## config.mk

```make
export PLATFORM = sky130hd
export DESIGN_NAME = length_checksum_frame_receiver
export DESIGN_NICKNAME = d
export VERILOG_FILES = /design/src/lcfr_pkg.sv /design/src/lcfr_ram.sv /design/src/lcfr_ctrl.sv /design/src/length_checksum_frame_receiver.sv
export SDC_FILE = /design/constraint.sdc
export NUM_CORES = 2
export LEC_CHECK = 0
export ABC_AREA = 1
export BUFFER_PORTS_ARGS = -buffer_cell sky130_fd_sc_hd__buf_4
export CORE_MARGIN = 2
export CORE_UTILIZATION = 50
export CTS_BUF_LIST = sky130_fd_sc_hd__clkbuf_2 sky130_fd_sc_hd__clkbuf_4 sky130_fd_sc_hd__clkbuf_8
export CTS_CLUSTER_SIZE = 24
export DETAILED_ROUTE_END_ITERATION = 8
export PLACE_DENSITY = 0.72
export SYNTH_ARGS = -nofsm -noshare
export SYNTH_HDL_FRONTEND = slang
export SYNTH_HIERARCHICAL = 1
export SYNTH_SLANG_ARGS = --single-unit
```

## constraint.sdc

```tcl
create_clock -name clk_i -period 6.5 [get_ports clk_i]
set_input_delay 0.975 -clock clk_i [delete_from_list [all_inputs] [get_ports clk_i]]
set_output_delay 0.975 -clock clk_i [all_outputs]
set_load 0.005 [all_outputs]
```

## src/lcfr_pkg.sv

```systemverilog
// ----------------------------------------------------------------------------
// lcfr_pkg
// shared request codes, widths and types of the frame receiver
// ----------------------------------------------------------------------------
`timescale 1ns / 1ps

package lcfr_pkg;

  localparam int unsigned ReqW    = 3;
  localparam int unsigned ByteW   = 8;
  localparam int unsigned StatusW = 2;
  localparam int unsigned InDataW  = 16;
  localparam int unsigned OutDataW = 24;

  localparam logic [ReqW-1:0] REQ_BYTE    = 3'd0;
  localparam logic [ReqW-1:0] REQ_ARM     = 3'd1;
  localparam logic [ReqW-1:0] REQ_TIMEOUT = 3'd2;
  localparam logic [ReqW-1:0] REQ_RELEASE = 3'd3;
  localparam logic [ReqW-1:0] REQ_READ    = 3'd4;

  localparam logic [StatusW-1:0] STATUS_NONE    = 2'd0;
  localparam logic [StatusW-1:0] STATUS_OK      = 2'd1;
  localparam logic [StatusW-1:0] STATUS_SUM_ERR = 2'd2;
  localparam logic [StatusW-1:0] STATUS_TIMEOUT = 2'd3;

  typedef struct packed {
    logic [ReqW-1:0]  req_type;
    logic [ByteW-1:0] rx_byte;
  } req_t;

  typedef struct packed {
    logic               busy;
    logic [StatusW-1:0] status;
    logic [ByteW-1:0]   count;
  } resp_t;

  typedef struct packed {
    logic             en;
    logic [ByteW-1:0] addr;
    logic [ByteW-1:0] data;
  } wr_req_t;

endpackage

```

## src/lcfr_ram.sv

```systemverilog
// ----------------------------------------------------------------------------
// lcfr_ram
// generic single write port ram with one registered read port
// ----------------------------------------------------------------------------
`timescale 1ns / 1ps

module lcfr_ram #(
  parameter int unsigned WIDTH = 8,
  parameter int unsigned DEPTH = 256
) (
  input  logic                     clk_i,
  input  logic                     we_i,
  input  logic [$clog2(DEPTH)-1:0] waddr_i,
  input  logic [WIDTH-1:0]         wdata_i,
  input  logic                     re_i,
  input  logic [$clog2(DEPTH)-1:0] raddr_i,
  output logic [WIDTH-1:0]         rdata_o
);

  logic [WIDTH-1:0] mem_q [DEPTH];
  logic [WIDTH-1:0] rdata_q;

  always_ff @(posedge clk_i) begin
    if (we_i) begin
      mem_q[waddr_i] <= wdata_i;
    end
    if (re_i) begin
      rdata_q <= mem_q[raddr_i];
    end
  end

  assign rdata_o = rdata_q;

endmodule

```

## src/lcfr_ctrl.sv

```systemverilog
// ----------------------------------------------------------------------------
// lcfr_ctrl
// frame phase sequencer with running checksum and buffer write pointer
// ----------------------------------------------------------------------------
`timescale 1ns / 1ps

module lcfr_ctrl #(
  parameter int unsigned BUFFER_DEPTH = 256
) (
  input  logic             clk_i,
  input  logic             rst_ni,
  input  logic             take_i,
  input  lcfr_pkg::req_t   req_i,
  output lcfr_pkg::resp_t  resp_o,
  output lcfr_pkg::wr_req_t wr_o
);
  import lcfr_pkg::*;

  typedef enum logic [2:0] {
    PH_IDLE,
    PH_LEN,
    PH_DATA,
    PH_SUM,
    PH_OK,
    PH_ERR,
    PH_TIME
  } phase_e;

  phase_e           phase_q, phase_d;
  logic [ByteW-1:0] sum_q, sum_d;
  logic [ByteW-1:0] exp_q, exp_d;
  logic [ByteW-1:0] wp_q, wp_d;
  logic [ByteW-1:0] wp_inc;
  logic             wp_in_range;

  assign wp_inc      = wp_q + 8'd1;
  assign wp_in_range = {1'b0, wp_q} < 9'(BUFFER_DEPTH);

  always_comb begin
    phase_d = phase_q;
    sum_d   = sum_q;
    exp_d   = exp_q;
    wp_d    = wp_q;
    wr_o    = '0;
    wr_o.addr = wp_q;
    wr_o.data = req_i.rx_byte;
    if (take_i) begin
      unique case (req_i.req_type)
        REQ_BYTE: begin
          unique case (phase_q)
            PH_LEN: begin
              sum_d   = req_i.rx_byte;
              wp_d    = '0;
              exp_d   = req_i.rx_byte - 8'd1;
              phase_d = (req_i.rx_byte != 8'd1) ? PH_DATA : PH_SUM;
            end
            PH_DATA: begin
              wr_o.en = wp_in_range;
              wp_d    = wp_inc;
              sum_d   = sum_q + req_i.rx_byte;
              if (wp_inc >= exp_q) begin
                phase_d = PH_SUM;
              end
            end
            PH_SUM: begin
              phase_d = (req_i.rx_byte == sum_q) ? PH_OK : PH_ERR;
            end
            default: begin
            end
          endcase
        end
        REQ_ARM: begin
          phase_d = PH_LEN;
          sum_d   = '0;
          wp_d    = '0;
        end
        REQ_TIMEOUT: begin
          if (phase_q == PH_LEN || phase_q == PH_DATA || phase_q == PH_SUM) begin
            phase_d = PH_TIME;
          end
        end
        REQ_RELEASE: begin
          phase_d = PH_IDLE;
        end
        default: begin
        end
      endcase
    end
  end

  always_comb begin
    resp_o.busy  = (phase_d != PH_IDLE);
    resp_o.count = wp_d;
    unique case (phase_d)
      PH_OK:   resp_o.status = STATUS_OK;
      PH_ERR:  resp_o.status = STATUS_SUM_ERR;
      PH_TIME: resp_o.status = STATUS_TIMEOUT;
      default: resp_o.status = STATUS_NONE;
    endcase
  end

  always_ff @(posedge clk_i or negedge rst_ni) begin
    if (!rst_ni) begin
      phase_q <= PH_IDLE;
      sum_q   <= '0;
      exp_q   <= '0;
      wp_q    <= '0;
    end else begin
      phase_q <= phase_d;
      sum_q   <= sum_d;
      exp_q   <= exp_d;
      wp_q    <= wp_d;
    end
  end

endmodule

```

## src/length_checksum_frame_receiver.sv

```systemverilog
// ----------------------------------------------------------------------------
// length_checksum_frame_receiver
// length prefixed frame receiver with additive 8-bit checksum
// ----------------------------------------------------------------------------
// requests arrive as transfers on the s_axis channel: tuser carries the
// request kind (byte, arm, timeout, release, read), tdata the received byte
// and the buffer index. every request gives exactly one result transfer on
// the m_axis channel with busy, reply status, payload count and read data.
// the result is registered and becomes valid in the cycle after the request transfer.
// throughput is one request per cycle unless the result stalls: the payload
// buffer has one write and one read port, so a byte write and a later buffer
// read never compete for the same port.
// payload bytes live in a BUFFER_DEPTH entry ram; read data comes out of the
// ram read register and is shown with the registered result.
// reset puts the receiver in idle with an empty frame; the buffer keeps its
// contents and needs no clearing pass.
// when the result is not taken, s_axis_tready drops and both the result
// register and the ram read register hold until the transfer completes.
// ----------------------------------------------------------------------------
`timescale 1ns / 1ps

module length_checksum_frame_receiver #(
  parameter int unsigned BUFFER_DEPTH = 256
) (
  input  logic                           clk_i,
  input  logic                           rst_ni,
  input  logic                           s_axis_tvalid,
  output logic                           s_axis_tready,
  // rx_byte [7:0], read_index [15:8]
  input  logic [lcfr_pkg::InDataW-1:0]   s_axis_tdata,
  // req_type [2:0]
  input  logic [lcfr_pkg::ReqW-1:0]      s_axis_tuser,
  output logic                           m_axis_tvalid,
  input  logic                           m_axis_tready,
  // busy_res [0], reply_status [2:1], payload_count [10:3], read_data [18:11]
  output logic [lcfr_pkg::OutDataW-1:0]  m_axis_tdata
);
  import lcfr_pkg::*;

  localparam int unsigned AddrW = $clog2(BUFFER_DEPTH);

  logic             take;
  req_t             req;
  resp_t            resp;
  wr_req_t          wr;
  logic [ByteW-1:0] read_index;
  logic             rd_hit;
  logic [ByteW-1:0] ram_rdata;

  logic             out_valid_q;
  resp_t            resp_q;
  logic             rd_sel_q;

  assign s_axis_tready = !out_valid_q || m_axis_tready;
  assign take          = s_axis_tvalid && s_axis_tready;

  assign req.req_type = s_axis_tuser;
  assign req.rx_byte  = s_axis_tdata[ByteW-1:0];
  assign read_index   = s_axis_tdata[2*ByteW-1:ByteW];
  assign rd_hit       = take && (s_axis_tuser == REQ_READ)
                        && ({1'b0, read_index} < 9'(BUFFER_DEPTH));

  lcfr_ctrl #(
    .BUFFER_DEPTH(BUFFER_DEPTH)
  ) u_ctrl (
    .clk_i (clk_i),
    .rst_ni(rst_ni),
    .take_i(take),
    .req_i (req),
    .resp_o(resp),
    .wr_o  (wr)
  );

  lcfr_ram #(
    .WIDTH(ByteW),
    .DEPTH(BUFFER_DEPTH)
  ) u_buffer (
    .clk_i  (clk_i),
    .we_i   (wr.en),
    .waddr_i(wr.addr[AddrW-1:0]),
    .wdata_i(wr.data),
    .re_i   (rd_hit),
    .raddr_i(read_index[AddrW-1:0]),
    .rdata_o(ram_rdata)
  );

  always_ff @(posedge clk_i or negedge rst_ni) begin
    if (!rst_ni) begin
      out_valid_q <= 1'b0;
      rd_sel_q    <= 1'b0;
    end else begin
      if (take) begin
        out_valid_q <= 1'b1;
        rd_sel_q    <= rd_hit;
      end else if (m_axis_tready) begin
        out_valid_q <= 1'b0;
      end
    end
  end

  always_ff @(posedge clk_i) begin
    if (take) begin
      resp_q <= resp;
    end
  end

  assign m_axis_tvalid = out_valid_q;
  assign m_axis_tdata  = {5'b0, (rd_sel_q ? ram_rdata : 8'd0),
                          resp_q.count, resp_q.status, resp_q.busy};

endmodule

```

-- After elaboration in Yosys (flattened, before gate mapping)
Memory sizes are Yosys's and may differ from the RTL's. A register that Yosys moved wholly into a read port is not among the register bits.
Index checks and enable logic that the tools add are counted.
W data, S select, Z words.
- add/subtract/negate cells: 3
- $lt $le $gt $ge: 1
- eq/ne operators: 13
- multiplexer cells: 21
- reductions and logical operators: 12
- operator list (operator ; count):
    $pmux W8 S2 ; 4
    $mux W8 ; 2
    $eq A3 B2 Y1 const B ; 4
    $eq A3 B3 Y1 const B ; 4
    $pmux W3 S4 ; 1
    $mux W1 ; 9
    $mux W3 ; 3
    $pmux W3 S3 ; 1
    $add A8 B1 Y8 const B ; 1
    $add A8 B8 Y8 ; 1
    $eq A8 B8 Y1 ; 1
    $ge A8 B8 Y1 ; 1
    $ne A8 B1 Y1 const B ; 1
    $sub A8 B1 Y8 const B ; 1
    $eq A3 B1 Y1 const B ; 2
    $pmux W2 S3 ; 1
    $reduce_and A3 Y1 ; 2
    $reduce_bool A2 Y1 ; 2
    $logic_not A3 Y1 ; 1
    $logic_or A1 B1 Y1 ; 3
    $ne A3 B1 Y1 const B ; 1
    $reduce_bool A3 Y1 ; 1
    $logic_and A1 B1 Y1 ; 2
    $logic_not A1 Y1 ; 1
- bits in registers: 40
- bits in writable memories: 2048
- bits of input ports: 23
- output and inout bits: 26
- logic and storage cells: 60
- memories kept: 1
- memories (memory ; words ; width ; rd ports ; clocked after Yosys merged registers in ; wr ports ; RTL line ; source):
    u_buffer.mem_q ; 256 ; 8 ; 1 ; 1 ; 1 ; lcfr_ram.sv:20 ; logic [WIDTH-1:0] mem_q [DEPTH];

-- Depth between registers and ports, before layout
- word-level depth: 8
- gate-level depth with buffers: 19
- gate-level depth less buffers: 19

-- By module
Netlist, hierarchy kept.
- by module, submodules not included (module ; instances ; cells an instance ; area each (µm²) ; sequential area each (µm²)):
    lcfr_ram ; 1 ; 7003 ; 83476.3 ; 61739.2
    lcfr_ctrl ; 1 ; 296 ; 2195.9 ; 675.6
    length_checksum_frame_receiver ; 1 ; 51 ; 550.5 ; 380.4

-- Least setup slack after synthesis
No wires, ideal clock.
- path type: input-to-reg
- from: input m_axis_tready
- to: memory u_buffer.mem_q[162][0] (enable)
- library setup time: 0.370 ns
- arrival: 3.273 ns
- data required time: 6.130 ns
- setup slack: 2.857 ns
- cell stages on the path: 12
- cells stage by stage: inv_2 > a21oi_2 > nand2_4 > nor2_4 > inv_2 > nor2_4 > inv_2 > nor2_8 > clkbuf_1 > nand3_1 > clkbuf_1 > nor2_1
- RTL lines (item ; RTL line ; source):
    start, declared ; length_checksum_frame_receiver.sv:34 ; input logic m_axis_tready,
    end, declared ; lcfr_ram.sv:20 ;

==> flow_summary_export.csv <==
group,metric,value,unit
sta,tns,0,ps
global_route,overflow,0,
floorplan,die_y,419,µm
yosys,synth.distinct_cells,40,
setup_path,cp_cell_sequence,"a21oi_2 > nand2_4 > nor2_4 > inv_2 > nor2_4 > inv_2 > nor2_8 > nand3_1 > nor2_1",
setup_path,critPathTopFamily,"simple AND/OR/NAND/NOR gates",
floorplan,coreArea,172000,µm²
sta,worst_hold_slack,230,ps
power_and_ir_drop,power_density,292,nW/µm²
clock_tree,cts_tree,"built",
yosys,ys_seq_area_share,72.8,%
setup_path,r2r_setup_slack,2580,ps
min_path,worstHoldPathType,"in -> reg",
yosys,ys_warn_count,6,
yosys,syn_inst,7350,
setup_path,crit_start,"m_axis_tvalid",
run_status,outcome,"finished, final reports clean",
clock_tree,numCtsBuffers,339,
sta,drv_slew,0,
final_layout,postLayoutCellArea,94000,µm²
yosys,syn_area_per_cell,11.7,µm²
sta,grt_setup_unrepaired,"no",
sta,max_slew_margin,10.9,%
setup_path,r2r_end,"u_buffer/mem_q[164][3]",
floorplan,start_util,50.3,%
route,drc,0,
setup_path,cp_slowest_cell,"nor2_1",
route,wl,226000,µm
power_and_ir_drop,ir_drop,0.273,mV
floorplan,dieArea,176000,µm²
floorplan,die_width,419,µm
setup_path,r2r_start,"m_axis_tvalid",
sta,final-setup-viol-count,0,
global_route,grt_first_pass_wirelength,337000,µm
final_layout,final_common_cell,"nand2_1",
route,drtIter0Drc,8540,
setup_path,path_class,"reg -> reg",
setup_path,endpoint,"u_buffer/mem_q[164][3]",
placement,gp_congestion,0.855,
clock_tree,ctsLongestPathBuffers,4,
global_route,grt_usage,25.5,%
setup_path,start_kind,"register",
final_layout,layoutNonFillerInstCount,9849,
setup_path,crit_path_end_kind,"register",
setup_path,max_stage_delay,850,ps
route,via_per_inst,5.87,
global_route,grt_max_degree,267,
setup_path,cp.depth,9,
placement,dp_cells,9274,
clock_tree,post_cts_resized,0,
clock_tree,cts-htree-levels,5,
yosys,synth_area,86200,µm²
route,antenna_left,0,
setup_path,crit_required,7150,ps
sta,fmax,255,MHz
setup_path,cp.arrival,4570,ps
global_route,antenna_found_initial,9,
placement,postPlaceCellArea,87800,µm²
sta,finClkSkew,39.4,ps
final_layout,final_cell_mix,"nand2_1, edfxtp_1, nand3_1",
yosys,yosys_register_bits,2096,
final_layout,area_delta_synth_final,8.98,%
sta,finalHoldViolCount,0,
placement,hpwlAfterDp,122000,µm
route,drtPass1Iterations,8,
final_layout,fin_nets,7348,
sta,post-route-min-period,3920,ps
setup_path,crit_buf_inv,2,
final_layout,drive_above_1_share,8.26,%
flow_run,cap_violations,0,
route,via_count,57800,
floorplan,fp-row-count,152,
sta,worst_slew_pin_slew,1340,ps
setup_path,critPathMaxFanout,29,
clock_tree,clock-sinks,2096,
floorplan,ioPinCount,49,
setup_path,r2r_cells,9,
clock_tree,clk_pin_slew,50,ps
sta,fin_crit_sh,60.3,%
route,routedWlPerCell,23.0,µm
clock_tree,insertion_delay,1010,ps
clock_tree,cts-root-buf,"clkbuf_8",
global_route,grt_pass1_vias,55000,
placement,io_buffers,43,
power_and_ir_drop,leakage,32.9,nW
-- area by class of cell --
cell class / instances / area, µm²
multi-input cells: 4653 / 20500
repair buffers: 111 / 1190
well taps: 2310 / 2890
fillers: 14000 / 77600
diodes: 5 / 12.5
clock buffers: 449 / 5550
flip-flops and latches: 2096 / 62800
inverters: 105 / 430
clock inverters: 120 / 641
-- flip-flops by register name, summed over array words and instances, names as in the netlist --
register and count:
u_ctrl/exp_q 8, m_axis_tdata 11, u_ctrl/wp_q 8, u_buffer/rdata_o 8, u_ctrl/sum_q 8, u_buffer/mem_q 2048, u_ctrl/phase_q 3, rd_sel_q 1
m_axis_tvalid 1
-- how the worst min path moves through the flow --
| stage | from | to | slack [ps] | depth (start not counted) |
|---|---|---|---|---|
| after floorplan | u_ctrl/exp_q[1] | u_ctrl/exp_q[1] | 450 | 2 |
| after detailed placement | u_ctrl/exp_q[5] | u_ctrl/exp_q[5] | 480 | 2 |
| after CTS | s_axis_tvalid | m_axis_tvalid | 120 | 3 |
| final | s_axis_tvalid | m_axis_tvalid | 230 | 3 |
| after global placement | u_ctrl/sum_q[6] | u_ctrl/sum_q[6] | 470 | 2 |
| after global routing | s_axis_tvalid | m_axis_tvalid | 200 | 3 |
-- layer usage --
| layer | GRT usage, % | part of all wire [%] | vias up |
|---|---|---|---|
| li1 | - | - | 25900 |
| met1 | 34.9 | 38 | 27900 |
| met2 | 39.5 | 46 | 3434 |
| met3 | 5.00 | 11 | 602 |
| met4 | 11.9 | 4.5 | 4 |
| met5 | 0 | 0.013 | - |
-- synthesized netlist by cell type, drive strengths merged --
cell,n,share of area (%)
dfrtp,29,0.84
a21oi,15,0.091
nand2,2211,9.6
conb,1,0.0043
o21ai,27,0.16
a32oi,1,0.010
nand3,2034,12
o2111ai,1,0.010
nor2,306,1.4
clkbuf,112,0.49
fa,1,0.023
ha,18,0.26
inv,105,0.46
buf,388,2.5
o21a,1,0.0087
o211ai,3,0.026
nand4,4,0.029
edfxtp,2067,72
nor3,3,0.023
xor2,13,0.13
xnor2,3,0.030
mux2i,1,0.012
a22o,3,0.030
or2,3,0.022
-- where the power goes --
group | switching [mW] | total (mW) | internal [mW]
Sequential | 0.0484 | 15.0 | 14.9
Clock | 4.95 | 10.7 | 5.70
Combinational | 1.40 | 1.87 | 0.467
-- worst register-to-register path, cell delays in order (launching register included) --
cell	delay (ps)
dfrtp_1	400
a21oi_2	610
nand2_4	150
nor2_4	170
inv_2	90
nor2_4	90
inv_2	70
nor2_8	360
nand3_1	780
nor2_1	850
-- metrics by stage --
step	total power, mW	utilization (%)	setup slack, ps
after CTS	27.6	54.8	2650
after floorplan	16.4	-	2860
final	27.5	54.8	2580
after global routing	28.3	54.8	2420
after global placement	17.0	51.2	2040
after detailed placement	17.1	51.2	1910
-- kinds of logic after synthesis --
group	count (synthesis)	synth area share [%]
AO/OA/AOI/OAI	51	0.338
flip-flops	2096	72.8
XOR/XNOR	16	0.163
other	1	0.00435
adder cells (fa/ha/maj)	19	0.284
buffers and inverters	605	3.46
AND/OR/NAND/NOR	4561	22.9
multiplexers	1	0.0116
-- timing repair --
action,4_1_cts,5_1_grt
setup buffers,0,0
hold buffers,1,0
setup endpoints to repair,0,0
hold endpoints to repair,29,0
Power figures use the tool's default switching activity.
